**config.mk**
```make
export PLATFORM = sky130hd
export DESIGN_NAME = pwm_packet_deframer_crc8
export DESIGN_NICKNAME = d
export VERILOG_FILES = /design/src/rtl/core/pdc_pkg.sv /design/src/rtl/core/pdc_cfg_regs.sv /design/src/rtl/core/pdc_parser.sv /design/src/rtl/core/pdc_out_stage.sv /design/src/rtl/core/pwm_packet_deframer_crc8.sv
export SDC_FILE = /design/constraint.sdc
export NUM_CORES = 1
export LEC_CHECK = 0
export BUFFER_PORTS_ARGS = -buffer_cell sky130_fd_sc_hd__buf_2
export CELL_PAD_IN_SITES_DETAIL_PLACEMENT = 1
export CELL_PAD_IN_SITES_GLOBAL_PLACEMENT = 1
export CORE_ASPECT_RATIO = 0.9
export CORE_UTILIZATION = 30
export DETAILED_ROUTE_END_ITERATION = 8
export GPL_TIMING_DRIVEN = 0
export PLACE_DENSITY = 0.57
export SETUP_SLACK_MARGIN = 0.4
export SYNTH_ARGS = -nofsm -noshare
export SYNTH_HDL_FRONTEND = slang
export SYNTH_SLANG_ARGS = --single-unit
```
**constraint.sdc**
```tcl
create_clock -name clk -period 17.6 [get_ports clk]
set_input_delay 0.88 -clock clk [delete_from_list [all_inputs] [get_ports clk]]
set_output_delay 0.88 -clock clk [all_outputs]
set_load 0.03 [all_outputs]
```
**src/rtl/core/pdc_pkg.sv**
```systemverilog
package pdc_pkg;

	localparam int PAYLOAD_LEN = 12;
	localparam int CHANNELS    = 6;
	localparam int CNT_W       = 4;
	localparam int CFG_IDX_W   = 2;
	localparam int CFG_DATA_W  = 16;
	localparam int IN_DATA_W   = 8;
	localparam int OUT_DATA_W  = 16 * CHANNELS;

	localparam logic [7:0]  CRC_POLY        = 8'h07;
	localparam logic [7:0]  START_RESET     = 8'hAA;
	localparam logic [7:0]  END_RESET       = 8'h55;
	localparam logic [7:0]  TYPE_RESET      = 8'h01;
	localparam logic [15:0] LIMIT_RESET     = 16'd5000;
	localparam logic [7:0]  PAYLOAD_LEN_BYTE = 8'(PAYLOAD_LEN);

	typedef enum logic [CFG_IDX_W-1:0] {
		REG_START_BYTE = 2'd0,
		REG_END_BYTE   = 2'd1,
		REG_PWM_TYPE   = 2'd2,
		REG_PWM_LIMIT  = 2'd3
	} reg_idx_t;

	typedef logic [7:0]  byte_t;
	typedef logic [15:0] pwm_t;

	typedef struct packed {
		byte_t start_byte;
		byte_t end_byte;
		byte_t pwm_type;
		pwm_t  pwm_limit;
	} cfg_t;

	// payload[0] is the first payload byte of the frame
	typedef struct packed {
		logic                         hit;
		logic [PAYLOAD_LEN-1:0][7:0]  payload;
	} parse_res_t;

	// CRC-8, MSB first, no reflection, no final XOR
	function automatic byte_t crc8_update(input byte_t crc, input byte_t b);
		byte_t c;
		c = crc ^ b;
		for (int k = 0; k < 8; k++) begin
			if (c[7]) begin
				c = {c[6:0], 1'b0} ^ CRC_POLY;
			end else begin
				c = {c[6:0], 1'b0};
			end
		end
		return c;
	endfunction

endpackage

```
**src/rtl/core/pdc_cfg_regs.sv**
```systemverilog
module pdc_cfg_regs (
	input  logic                            clk,
	input  logic                            arst_n,
	input  logic                            cfg_we,
	input  logic [pdc_pkg::CFG_IDX_W-1:0]   cfg_idx,
	input  logic [pdc_pkg::CFG_DATA_W-1:0]  cfg_wdata,
	output pdc_pkg::cfg_t                   cfg
);

	pdc_pkg::cfg_t cfg_q;

	always_ff @(posedge clk or negedge arst_n) begin
		if (!arst_n) begin
			cfg_q.start_byte <= pdc_pkg::START_RESET;
			cfg_q.end_byte   <= pdc_pkg::END_RESET;
			cfg_q.pwm_type   <= pdc_pkg::TYPE_RESET;
			cfg_q.pwm_limit  <= pdc_pkg::LIMIT_RESET;
		end else if (cfg_we) begin
			case (pdc_pkg::reg_idx_t'(cfg_idx))
				pdc_pkg::REG_START_BYTE: cfg_q.start_byte <= cfg_wdata[7:0];
				pdc_pkg::REG_END_BYTE:   cfg_q.end_byte   <= cfg_wdata[7:0];
				pdc_pkg::REG_PWM_TYPE:   cfg_q.pwm_type   <= cfg_wdata[7:0];
				pdc_pkg::REG_PWM_LIMIT:  cfg_q.pwm_limit  <= cfg_wdata[15:0];
				default: ;
			endcase
		end
	end

	assign cfg = cfg_q;

endmodule

```
**src/rtl/core/pdc_parser.sv**
```systemverilog
module pdc_parser (
	input  logic                            clk,
	input  logic                            arst_n,
	input  logic                            s_tvalid,
	output logic                            s_tready,
	input  logic [pdc_pkg::IN_DATA_W-1:0]   s_tdata,
	input  pdc_pkg::cfg_t                   cfg,
	input  logic                            out_busy,
	output pdc_pkg::parse_res_t             res
);

	typedef enum logic [2:0] {
		PH_HUNT    = 3'd0,
		PH_TYPE    = 3'd1,
		PH_LEN     = 3'd2,
		PH_PAYLOAD = 3'd3,
		PH_CRC     = 3'd4,
		PH_END     = 3'd5
	} phase_t;

	logic                                valid_s1;
	pdc_pkg::byte_t                      byte_s1;
	phase_t                              phase_q;
	pdc_pkg::byte_t                      type_q;
	logic [pdc_pkg::CNT_W-1:0]           count_q;
	pdc_pkg::byte_t                      crc_q;
	pdc_pkg::byte_t                      rcrc_q;
	logic [pdc_pkg::PAYLOAD_LEN-1:0][7:0] payload_q;

	logic                       hit;
	logic                       consume;
	logic                       advance;
	pdc_pkg::byte_t             crc_next;
	logic [pdc_pkg::CNT_W-1:0]  count_inc;

	assign crc_next  = pdc_pkg::crc8_update(crc_q, byte_s1);
	assign count_inc = count_q + 1'b1;

	assign hit = valid_s1 && (phase_q == PH_END) && (byte_s1 == cfg.end_byte)
		&& (crc_q == rcrc_q);
	// the byte in s1 waits only if it closes a good frame and the result slot is full
	assign consume  = valid_s1 && !(hit && out_busy);
	assign advance  = !valid_s1 || consume;
	assign s_tready = advance;

	assign res.hit     = hit && consume;
	assign res.payload = payload_q;

	always_ff @(posedge clk or negedge arst_n) begin
		if (!arst_n) begin
			valid_s1 <= 1'b0;
		end else if (advance) begin
			valid_s1 <= s_tvalid;
		end
	end

	always_ff @(posedge clk) begin
		if (advance && s_tvalid) begin
			byte_s1 <= s_tdata;
		end
	end

	always_ff @(posedge clk or negedge arst_n) begin
		if (!arst_n) begin
			phase_q <= PH_HUNT;
			type_q  <= '0;
			count_q <= '0;
			crc_q   <= '0;
			rcrc_q  <= '0;
		end else if (consume) begin
			case (phase_q)
				PH_HUNT: begin
					if (byte_s1 == cfg.start_byte) begin
						phase_q <= PH_TYPE;
						count_q <= '0;
						crc_q   <= '0;
					end
				end
				PH_TYPE: begin
					type_q  <= byte_s1;
					crc_q   <= crc_next;
					phase_q <= PH_LEN;
				end
				PH_LEN: begin
					crc_q   <= crc_next;
					count_q <= '0;
					if (byte_s1 == pdc_pkg::PAYLOAD_LEN_BYTE && type_q == cfg.pwm_type) begin
						phase_q <= PH_PAYLOAD;
					end else begin
						phase_q <= PH_HUNT;
					end
				end
				PH_PAYLOAD: begin
					crc_q   <= crc_next;
					count_q <= count_inc;
					if (count_inc >= pdc_pkg::CNT_W'(pdc_pkg::PAYLOAD_LEN)) begin
						phase_q <= PH_CRC;
					end
				end
				PH_CRC: begin
					rcrc_q  <= byte_s1;
					phase_q <= PH_END;
				end
				PH_END: begin
					phase_q <= PH_HUNT;
				end
				default: begin
					phase_q <= PH_HUNT;
				end
			endcase
		end
	end

	always_ff @(posedge clk) begin
		if (consume && phase_q == PH_PAYLOAD
			&& count_q < pdc_pkg::CNT_W'(pdc_pkg::PAYLOAD_LEN)) begin
			payload_q[count_q] <= byte_s1;
		end
	end

endmodule

```
**src/rtl/core/pdc_out_stage.sv**
```systemverilog
module pdc_out_stage (
	input  logic                            clk,
	input  logic                            arst_n,
	input  pdc_pkg::parse_res_t             res,
	input  pdc_pkg::pwm_t                   pwm_limit,
	output logic                            out_busy,
	output logic                            m_tvalid,
	input  logic                            m_tready,
	output logic [pdc_pkg::OUT_DATA_W-1:0]  m_tdata
);

	logic [pdc_pkg::CHANNELS-1:0][15:0] pwm_clamped;
	logic [pdc_pkg::CHANNELS-1:0][15:0] pwm_q;
	logic                               valid_q;

	// big-endian byte pairs, clamped to the limit
	always_comb begin
		pdc_pkg::pwm_t v;
		for (int k = 0; k < pdc_pkg::CHANNELS; k++) begin
			v = {res.payload[2*k], res.payload[2*k+1]};
			pwm_clamped[k] = (v > pwm_limit) ? pwm_limit : v;
		end
	end

	always_ff @(posedge clk or negedge arst_n) begin
		if (!arst_n) begin
			valid_q <= 1'b0;
		end else if (res.hit) begin
			valid_q <= 1'b1;
		end else if (m_tready) begin
			valid_q <= 1'b0;
		end
	end

	always_ff @(posedge clk) begin
		if (res.hit) begin
			pwm_q <= pwm_clamped;
		end
	end

	assign out_busy = valid_q && !m_tready;
	assign m_tvalid = valid_q;
	assign m_tdata  = pwm_q;

endmodule

```
**src/rtl/core/pwm_packet_deframer_crc8.sv**
```systemverilog
// CRC-8 framed PWM packet receiver.
// Input stream: one received serial byte per transaction on s_t*. The block
// hunts for start, type, length (12), twelve payload bytes, CRC, end. The
// CRC-8 (poly 0x07, init 0) runs over type, length and payload as bytes come.
// Output stream: one transaction per good frame on m_t*, six 16-bit PWM
// values (payload big-endian pairs) clamped to pwm_limit. Bad frames vanish.
// Configuration: cfg_we/cfg_idx/cfg_wdata, registers 0 start_byte,
// 1 end_byte, 2 pwm_type, 3 pwm_limit; write only while idle.
// Throughput: one byte per cycle while s_tready is high. The result for a
// closing end byte passes the input register, then the result register,
// before it shows on m_tvalid.
// Reset clears the hunt state, the CRC and the output valid; registers
// return to 0xAA, 0x55, 0x01, 5000.
// Receiver stall: a waiting result does not block input; bytes keep flowing
// until a second good frame closes while the first result is still held,
// then s_tready drops until m_tready takes the held result.
module pwm_packet_deframer_crc8 (
	input  logic                            clk,
	input  logic                            arst_n,
	input  logic                            cfg_we,
	input  logic [pdc_pkg::CFG_IDX_W-1:0]   cfg_idx,
	input  logic [pdc_pkg::CFG_DATA_W-1:0]  cfg_wdata,
	input  logic                            s_tvalid,
	output logic                            s_tready,
	input  logic [pdc_pkg::IN_DATA_W-1:0]   s_tdata,   // [7:0] rx_byte
	output logic                            m_tvalid,
	input  logic                            m_tready,
	output logic [pdc_pkg::OUT_DATA_W-1:0]  m_tdata    // pwm_0 [15:0] .. pwm_5 [95:80]
);

	pdc_pkg::cfg_t       cfg;
	pdc_pkg::parse_res_t res;
	logic                out_busy;

	pdc_cfg_regs u_cfg (
		.clk       (clk),
		.arst_n    (arst_n),
		.cfg_we    (cfg_we),
		.cfg_idx   (cfg_idx),
		.cfg_wdata (cfg_wdata),
		.cfg       (cfg)
	);

	pdc_parser u_parser (
		.clk      (clk),
		.arst_n   (arst_n),
		.s_tvalid (s_tvalid),
		.s_tready (s_tready),
		.s_tdata  (s_tdata),
		.cfg      (cfg),
		.out_busy (out_busy),
		.res      (res)
	);

	pdc_out_stage u_out (
		.clk       (clk),
		.arst_n    (arst_n),
		.res       (res),
		.pwm_limit (cfg.pwm_limit),
		.out_busy  (out_busy),
		.m_tvalid  (m_tvalid),
		.m_tready  (m_tready),
		.m_tdata   (m_tdata)
	);

endmodule

```
Word level (Yosys, flattened, before mapping)
Cells that the tools add are included.

storage, ports and cells
  register bits = 273
  input bits = 31
  word-level logic and storage cells = 123

cells by class
  add/sub/neg operators = 1
  order comparisons = 10
  equal/unequal tests = 15
  muxes and demuxes = 27
  bitwise operators = 9
  reduce and logical (&&, ||, !) cells = 31

operators with widths
  cell                                                                number
  bitwise mux 96 bit                                                  1
  > comparator 16 bit                                                 6
  2-to-1 mux 16 bit                                                   6
  demux 8 bit (select 4 bit)                                          1
  == test 8 bit                                                       4
  2-to-1 mux 3 bit                                                    10
  inverter 3 bit                                                      8
  2-to-1 mux 8 bit                                                    2
  case mux 8 bit (2 select lines)                                     1
  case mux 3 bit (5 select lines)                                     1
  logical AND 1 bit                                                   12
  case mux 4 bit (3 select lines)                                     1
  AND reduction 2 bit                                                 6
  AND reduction 3 bit                                                 3
  == test 8 x 4 -> 1 bit (second input constant)                      1
  bitwise XOR 8 bit                                                   1
  == test 3 x 2 -> 1 bit (second input constant)                      2
  == test 3 bit (second input constant)                               2
  less-than comparator 4 x 5 -> 1 bit (second input constant)         1
  adder 4 x 1 -> 4 bit (second input constant)                        1
  == test 2 bit (second input constant)                               2
  greater-or-equal comparator 4 x 1 -> 1 bit (second input constant)  1
  greater-or-equal comparator 4 bit (second input constant)           1
  less-than comparator 4 bit (second input constant)                  1
  other kinds (13)                                                    18

Longest topological paths before layout
Gate-level depths: netlist (run 1).

  word-level depth = 18
  mapped depth = 9

By module
From an unflattened synthesis (run 1), not the netlist that was laid out.

second synthesis, totals
  cell total of the unflattened synthesis = 1367
  area, all modules = 15899.0 um^2

by module, submodules not included
  module         instances  cells an instance  area each (um^2)  sequential area each (um^2)
  pdc_out_stage  1          949                9009.9            2907.8
  pdc_parser     1          333                5357.6            3923.8
  pdc_cfg_regs   1          85                 1531.5            1018.5

Worst setup path after synthesis (run 1)
OpenSTA, ideal clock, no wires.

  path type = register to register
  from = reg u_parser.byte_s1[3]
  to = reg u_out.pwm_q (netlist bit u_out.m_tdata[0]), enable pin
  library setup time = 563 ps
  data arrival time = 5958 ps
  data required time = 17037 ps
  path slack = 11079 ps
  stages on the path, launching flop included = 8
  buffers on the path = 2
  cells stage by stage = edfxtp_1 buf_6 xor2_1 nor4_1 nand4_1 or4_1 buf_2 nor2b_1

RTL lines
  element                 line                 text
  from (decl)             pdc_parser.sv:22     pdc_pkg::byte_t byte_s1;
  from (signal assigned)  pdc_parser.sv:59     byte_s1 <= s_tdata;
  to (signal assigned)    pdc_out_stage.sv:37  pwm_q <= pwm_clamped;
  to (decl)               pdc_out_stage.sv:13  logic [pdc_pkg::CHANNELS-1:0][15:0] pwm_q;

Worst setup path in the final report (run 1)
  from = reg u_parser.byte_s1[2]
  to = out s_tready

between the ends
  word-level cells in the longest chain between the ends = 7

ends and longest elaborated chain
  element            line                            text
  == test 8 bit      pdc_parser.sv:39                assign hit = valid_s1 && (phase_q == PH_END) && (byte_s1 == cfg.end_byte)
  logical AND 1 bit  pdc_parser.sv:39
  logical AND 1 bit  pdc_parser.sv:40                && (crc_q == rcrc_q);
  logical AND 1 bit  pdc_parser.sv:42                assign consume = valid_s1 && !(hit && out_busy);
  logical NOT 1 bit  pdc_parser.sv:42
  logical AND 1 bit  pdc_parser.sv:42
  logical OR 1 bit   pdc_parser.sv:43                assign advance = !valid_s1 || consume;
  to (decl)          pwm_packet_deframer_crc8.sv:24  output logic s_tready,

No other way between the ends.

==> results.md, run 1 <==
- Status: complete, but fails checks
- Failing checks: DRC
- Crit path launch type: flop
- P_leak: 6.04 nW
- Clock latency on the worst-skew pair: 590 ps
- CTS H-tree lvls: 1
- DR WL/cell: 21.3 µm
- Post-synth net total: 992
- Clock Tree Buf Depth: 3
- EDFF count, synth: 200
- Clk root buf: clkbuf_16
- Mapped cell area: 0.0129 mm²
- Iteration-0 DRC Markers: 235
- Synth area leaders: edfxtp_1 46%, mux2_2 13%, dfrtp_1 11%
- Synth top area share: 46.4%
- Area leader, netlist: edfxtp_1
- Flops & latches, synth: 273
- Power after layout: 0.00192 W
- Cells after Synth: 861
- Peak supply drop: 85.1 µV
- Starting Density: 30.7%
- CTS buffer count: 31
- Layout cells sized above 1: 34.5%
- Slew Viols, Final: 0
- Dpl hpwl: 25500 µm
- DP Cell Count: 1540
- Most used DFF post-synth: edfxtp_1
- WL final: 33900 µm
- Clock sink count: 273
- Worst-path fanout max: 13
- WP data required: 16720 ps
- Commonest non-fill, non-tap cell in the layout: edfxtp_1
- Finished Layout Cells: 1593
- WS Path Type: reg -> out
- Arrival time of the worst setup path: 3380 ps
- Final #Nets: 1157
- Area growth syn-to-layout: 19.1%
- Fin crit share: 24.2%
- IO Port Bufs: 128
- Final hold viol count: 0
- Yosys cell types: 53
- Post-CTS setup buffer count: 0
- Post-CTS Resized: 0
- Post-route ant nets: 0
- RSZ-0062 raised after global routing: no
- Seq/Total Area, Yosys: 60.7%
- CTS tree: yes
- Pre-Repair DR Iteration Count: 7
- Worst setup endpoint: s_tready
- Setup TNS: 0 ps
- Vias in the first global route: 8412
- Asr flop ratio synth: 26.7%
- Period minus WS final: 4260 ps
- Die H: 199 µm
- Post-Place Setup Slack: 13840 ps
- First-pass GRT wire length: 51300 µm
- Vias/cell: 4.84
- Avg Cell Area, Syn: 15.0 µm²
- Via count: 7715
- Setup slack, reg-to-reg: 13950 ps
- Worst-Margin Slew: 1040 ps
- Reg2reg start: u_parser.byte_s1[2]$_DFFE_PP_
- Worst setup startpoint: u_parser.byte_s1[2]$_DFFE_PP_
- Overflow after GRT: 0
- Hold_buf cts: 0
- Full die area: 0.0439 mm²
- Largest net degree at the start of global routing: 42
- Worst-path clk slew: 60 ps
- Core area: 0.0421 mm²
- Core Rows: 71
- Commonest cells after routing, fill and taps aside: 200 x edfxtp_1, 152 x mux2_2, 137 x buf_2, 100 x ha_1, 59 x dfrtp_1
- Final core utilization: 36.6%
- R2R Path End: u_out.m_tdata[29]$_DFFE_PP_
- Worst r2r path cells: 8
- Synth warnings: 0
- Remaining DRCs: 7
- Achievable frequency: 235 MHz
- Die X: 221 µm
- Routability Congestion: 0.785
- Worst slew margin: 30.9%
- Io pins: 129
- Gr usage total: 15.5%
- Setup violators final: 0
- Antenna diode count: 0
- Worst Setup End Kind: output port
- Initial antenna violation count: 1
- Pwr Density: 125 mW/mm²
- Min-delay worst type: in -> async
- Clock Skew: 14.0 ps
- Max-cap violations: 0
- Final setup margin: 13340 ps
-- worst min path at each step --
stage	endpoint	slack, ps	depth (start not counted)
2_1_floorplan	u_cfg.cfg[25]$_DFFE_PN0P_	500	1
3_3_place_gp	u_cfg.cfg[21]$_DFFE_PN0P_	510	1
3_5_place_dp	u_cfg.cfg[21]$_DFFE_PN0P_	520	1
4_1_cts	u_parser.type_q[0]$_DFFE_PN0P_	250	1
5_1_grt	u_cfg.cfg[20]$_DFFE_PN0P_	270	1
6_report	u_parser.type_q[0]$_DFFE_PN0P_	250	1
-- where the power goes --
group | internal [W] | switching [W] | leakage, nW
sequential | 0.000763 | 0.0000671 | 2.67
clock | 0.000408 | 0.000262 | 0.506
combinational | 0.000202 | 0.000218 | 2.87
total | 0.00137 | 0.000547 | 6.04
-- cells by family (layout without fill, tap and decap cells) --
family / Yosys count / after routing / synth area share, %
and+or+nand+nor: 127 / 127 / 5.49
AOI/OAI and AO/OA: 106 / 106 / 5.30
muxes: 155 / 155 / 13.5
DFF: 273 / 273 / 60.7
adders and majority gates: 100 / 100 / 9.67
xor gates and xnor gates: 53 / 53 / 3.80
buffers and inverters: 47 / 232 / 1.56
-- cells in the mapped netlist (10+ instances only) --
cell and instances:
edfxtp_1 200, mux2_2 152, ha_1 100, dfrtp_1 59
a21oi_1 33, xnor2_1 29, nand4_1 28, inv_1 27
a21o_1 25, xor2_1 22, nand2_1 20, nor2_1 16
o21ai_0 15, dfstp_2 14, nand3_1 12, nor2b_1 12
buf_2 10
-- metrics by stage --
stage	hold WS (ps)	cell area (µm²)
after floorplan	500	12900
after detailed placement	517	14400
final	254	15400
after global routing	268	15400
after CTS	249	15400
after global placement	510	14300
-- sequential cells by signal (all words and copies together), names as in the netlist --
name	flops
u_out.m_tdata	96
u_parser.rcrc_q	8
u_parser.count_q	4
u_parser.res	96
u_out.m_tvalid	1
u_parser.valid_s1	1
u_parser.byte_s1	8
u_parser.phase_q	3
u_parser.type_q	8
u_parser.crc_q	8
u_cfg.cfg	40
-- area by class of cell --
class	instances	area [µm²]
Fill cell	4386	26700
Sequential cell	273	7850
Multi-Input combinational cell	541	4890
Clock buffer	42	847
Timing Repair Buffer	132	731
Tap cell	547	684
Clock inverter	11	195
Inverter	27	101
Buffer	20	100
-- metal layers --
metal,GRT usage (%),share of wire [%],vias to the layer above
met5,0,0,-
met4,3.57,2.0,0
met3,2.41,3.6,53
met2,26.9,48,124
met1,20.5,46,3917
li1,-,-,3621
-- critical path: stages (launching register included) --
cell	delay (ps)
edfxtp_1	800
buf_2	370
xor2_1	100
nor4_1	320
nand4_1	120
or4_1	440
buf_2	210
nor2_1	180
inv_1	60
buf_2	170
Power figures use the tool's default switching activity.
==> run 2, diff against run 1 <==
--- a/config.mk
+++ b/config.mk
@@ -5,6 +5,7 @@
 export SDC_FILE = /design/constraint.sdc
 export NUM_CORES = 1
 export LEC_CHECK = 0
+export ABC_AREA = 1
 export BUFFER_PORTS_ARGS = -buffer_cell sky130_fd_sc_hd__buf_2
 export CELL_PAD_IN_SITES_DETAIL_PLACEMENT = 1
 export CELL_PAD_IN_SITES_GLOBAL_PLACEMENT = 1
@@ -12,7 +13,7 @@
 export CORE_UTILIZATION = 30
 export DETAILED_ROUTE_END_ITERATION = 8
 export GPL_TIMING_DRIVEN = 0
-export PLACE_DENSITY = 0.57
+export PLACE_DENSITY = 0.6
 export SETUP_SLACK_MARGIN = 0.4
 export SYNTH_ARGS = -nofsm -noshare
 export SYNTH_HDL_FRONTEND = slang
==> constraint.sdc (replaced) <==
create_clock -name clk -period 4.4 [get_ports clk]
set_input_delay 0.22 -clock clk [delete_from_list [all_inputs] [get_ports clk]]
set_output_delay 0.22 -clock clk [all_outputs]
set_load 0.03 [all_outputs]
==> run 2 against run 1 <==
- the flow now finishes without violations
- total power grew to 4.1 times the previous value
- first-iteration DRC count is 130% higher
- sequential share of layout area is 3.4 points lower
- critical path depth is 2 higher
- non-clock buffer count is 47 higher
- cell count is 38% higher
- via count is 36% higher
- global-route usage is 2.3 points higher
- routed wire length is 20% higher
==> results.md, run 2 <==
- Cells after Synth: 1387 (+61%)
- Dpl hpwl: 30500 µm (+20%)
- Largest family of logic cells by synthesized area: simple AND/OR/NAND/NOR gates
- Antenna diode count: 0 (unchanged)
- IO Port Bufs: 128 (unchanged)
- Commonest cells after routing, fill and taps aside: 445 x nand2_1, 200 x edfxtp_1, 137 x buf_2, 100 x ha_1
- Most used DFF post-synth: edfxtp_1
- Multiplexer share of the synthesized area: 0% (-13 points)
- Worst Setup End Kind: flop
- Synth warnings: 0 (unchanged)
- Via count: 10500 (+36%)
- Setup TNS: 0 ps (unchanged)
- Layout cells sized above 1: 15.6% (-19 points)
- Synth Area in Adders: 9.16% (-0.52 points)
- Peak supply drop: 265 µV (+210%)
- Power after layout: 0.00780 W (+310%)
- Flops & latches, synth: 273 (unchanged)
- Area leader, netlist: edfxtp_1
- Final core utilization: 37.0% (+0.47 points)
- Post-CTS setup buffer count: 0 (unchanged)
- Crit path launch type: flop
- Clock latency on the worst-skew pair: 580 ps (about the same)
- P_leak: 7.22 nW (+19%)
- Starting Density: 30.7% (-0.056 points)
- Reg2reg start: u_parser.byte_s1[3]$_DFFE_PP_
- Setup violators final: 0 (unchanged)
- Core area: 0.0446 mm² (+5.9%)
- HP Start: m_tready
- Overflow after GRT: 0 (unchanged)
- Final #Nets: 1707 (+48%)
- CTS tree: yes
- Synth area leaders: edfxtp_1 44%, nand2_1 12%, dfrtp_1 11%
- Final setup margin: 1150 ps (-12190 ps)
- Final hold viol count: 0 (unchanged)
- Clock Skew: 13.0 ps (-1.04 ps)
- Commonest non-fill, non-tap cell in the layout: nand2_1
- Most instantiated cells after synthesis: 445 x nand2_1, 200 x edfxtp_1, 100 x ha_1
- Period minus WS final: 3250 ps
- Full die area: 0.0464 mm² (+5.6%)
- Synth top area share: 43.9% (-2.5 points)
- Count leader, synth: nand2_1
- Core Rows: 73 (+2.8%)
- WP data required: 4680 ps (-12040 ps)
- Area growth syn-to-layout: 20.8%
- Worst-path clk slew: 60 ps (about the same)
- Worst-Margin Slew: 937 ps (-99.2 ps)
- Max-cap violations: 0 (unchanged)
- Min-delay worst type: in -> reg
- DP Cell Count: 2122 (+38%)
- Status: finished, final reports clean
- Clock Tree Buf Depth: 3 (unchanged)
- WS Path Type: reg -> reg
- Slew Viols, Final: 0 (unchanged)
- Setup slack, reg-to-reg: 1150 ps (-12800 ps)
- Seq/Total Area, Yosys: 57.4% (-3.3 points)
- WL final: 40800 µm (+20%)
- Io pins: 129 (unchanged)
- Routability Congestion: 0.811 (+3.3%)
- Initial antenna violation count: 0 (-1)
- Die H: 204 µm (+2.8%)
- CTS H-tree lvls: 1 (unchanged)
- Mapped cell area: 0.0137 mm² (+5.7%)
- Post-Place Setup Slack: 1100 ps (-12740 ps)
- Gr usage total: 17.8% (+2.3 points)
- Fin crit share: 73.8%
- DR WL/cell: 18.5 µm (-13%)
- RSZ-0062 raised after global routing: no
- Remaining DRCs: 0 (-7)
- Asr flop ratio synth: 26.7% (unchanged)
- Iteration-0 DRC Markers: 539 (+130%)
- Worst setup startpoint: u_parser.byte_s1[3]$_DFFE_PP_
- Avg Cell Area, Syn: 9.85 µm² (-34%)
- CTS buffer count: 31 (unchanged)
- Pwr Density: 473 mW/mm² (+280%)
- Clk root buf: clkbuf_16
- Vias/cell: 4.75 (-1.8%)
- Worst slew margin: 37.3% (+6.4 points)
- Vias in the first global route: 10800 (+28%)
- Post-Synth XOR/XNOR Area: 1.35% (-2.5 points)
- Post-route ant nets: 0 (unchanged)
- Finished Layout Cells: 2201 (+38%)
- Worst-path fanout max: 23 (+10)
- Achievable frequency: 308 MHz
- Die X: 227 µm (+2.8%)
- Pre-Repair DR Iteration Count: 5 (-2)
- Compound-gate portion of the synthesized area: 5.74% (+0.44 points)
- EDFF count, synth: 200 (unchanged)
- First-pass GRT wire length: 62700 µm (+22%)
- Clock sink count: 273 (unchanged)
- Arrival time of the worst setup path: 3530 ps (+150 ps)
- Simple-gate area share of the yosys netlist: 21.6% (+16 points)
- Largest net degree at the start of global routing: 66 (+57%)
- Yosys cell types: 34 (-36%)
- Post-synth net total: 1518 (+53%)
## run 2: report_power, final
part           internal [W]  leakage, nW  switching, W
clock network       0.00168        0.528       0.00108
logic              0.000599         3.99       0.00118
registers           0.00302         2.69      0.000245
total               0.00530         7.22       0.00250
## run 2: repair_timing
item                      CTS  global route
hold endpoints to repair   81             0
hold buffers               21             0
gates resized for setup     0             0
## run 2: cell type report
cell class | instances | area (µm²)
clock inverter | 17 | 240
clock buffer | 41 | 833
buffer | 43 | 256
sequential | 273 | 7850
fill | 5133 | 28100
multi-input combinational | 967 | 5180
tap | 600 | 751
timing repair buffer | 156 | 1010
inverter | 104 | 393
## run 2: worst paths after layout
path                                             endpoint  depth (start not counted)
setup / recovery              u_out.m_tdata[91]$_DFFE_PP_                         11
hold reg to reg            u_parser.type_q[6]$_DFFE_PN0P_                          2
hold / removal                 u_out.m_tvalid$_DFFE_PN0P_                          4
setup reg to reg              u_out.m_tdata[91]$_DFFE_PP_                         11
min in group asynchronous        u_cfg.cfg[9]$_DFFE_PN1P_                          2
max in group asynchronous       u_cfg.cfg[10]$_DFFE_PN0P_                          3
## run 2: routing by layer
metal	share of wire, %	vias up	track usage (%)	wire length (µm)
met5	0	-	0	0
met4	2.3	0	4.58	932
met3	2.8	55	2.10	1150
met2	49	150	30.6	19800
met1	46	5145	23.7	18900
li1	-	5114	-	-
## run 2: per-stage QoR
| stage | hold WS [ps] | instance area (µm²) |
|---|---|---|
| after floorplan | -75.6 | 13700 |
| after global placement | 405 | 15100 |
| after detailed placement | 77.4 | 15200 |
| after CTS | 0.112 | 16500 |
| after global routing | 18.6 | 16500 |
| final | 32.2 | 16500 |
## run 2: cell families after synthesis
family	count (synthesis)
and+or+nand+nor	692
AOI/OAI and AO/OA	154
xor gates and xnor gates	21
adders and majority gates	100
DFF	273
buffers and inverters	147
## run 2: worst max-delay path, stage by stage, from the launching register on
cell,delay [ps]
edfxtp_1,900
buf_4,310
inv_1,50
nand2_1,70
nand4_1,100
nor3_1,180
nand4_1,280
nor3_4,260
buf_16,200
buf_16,170
buf_16,170
buf_8,210
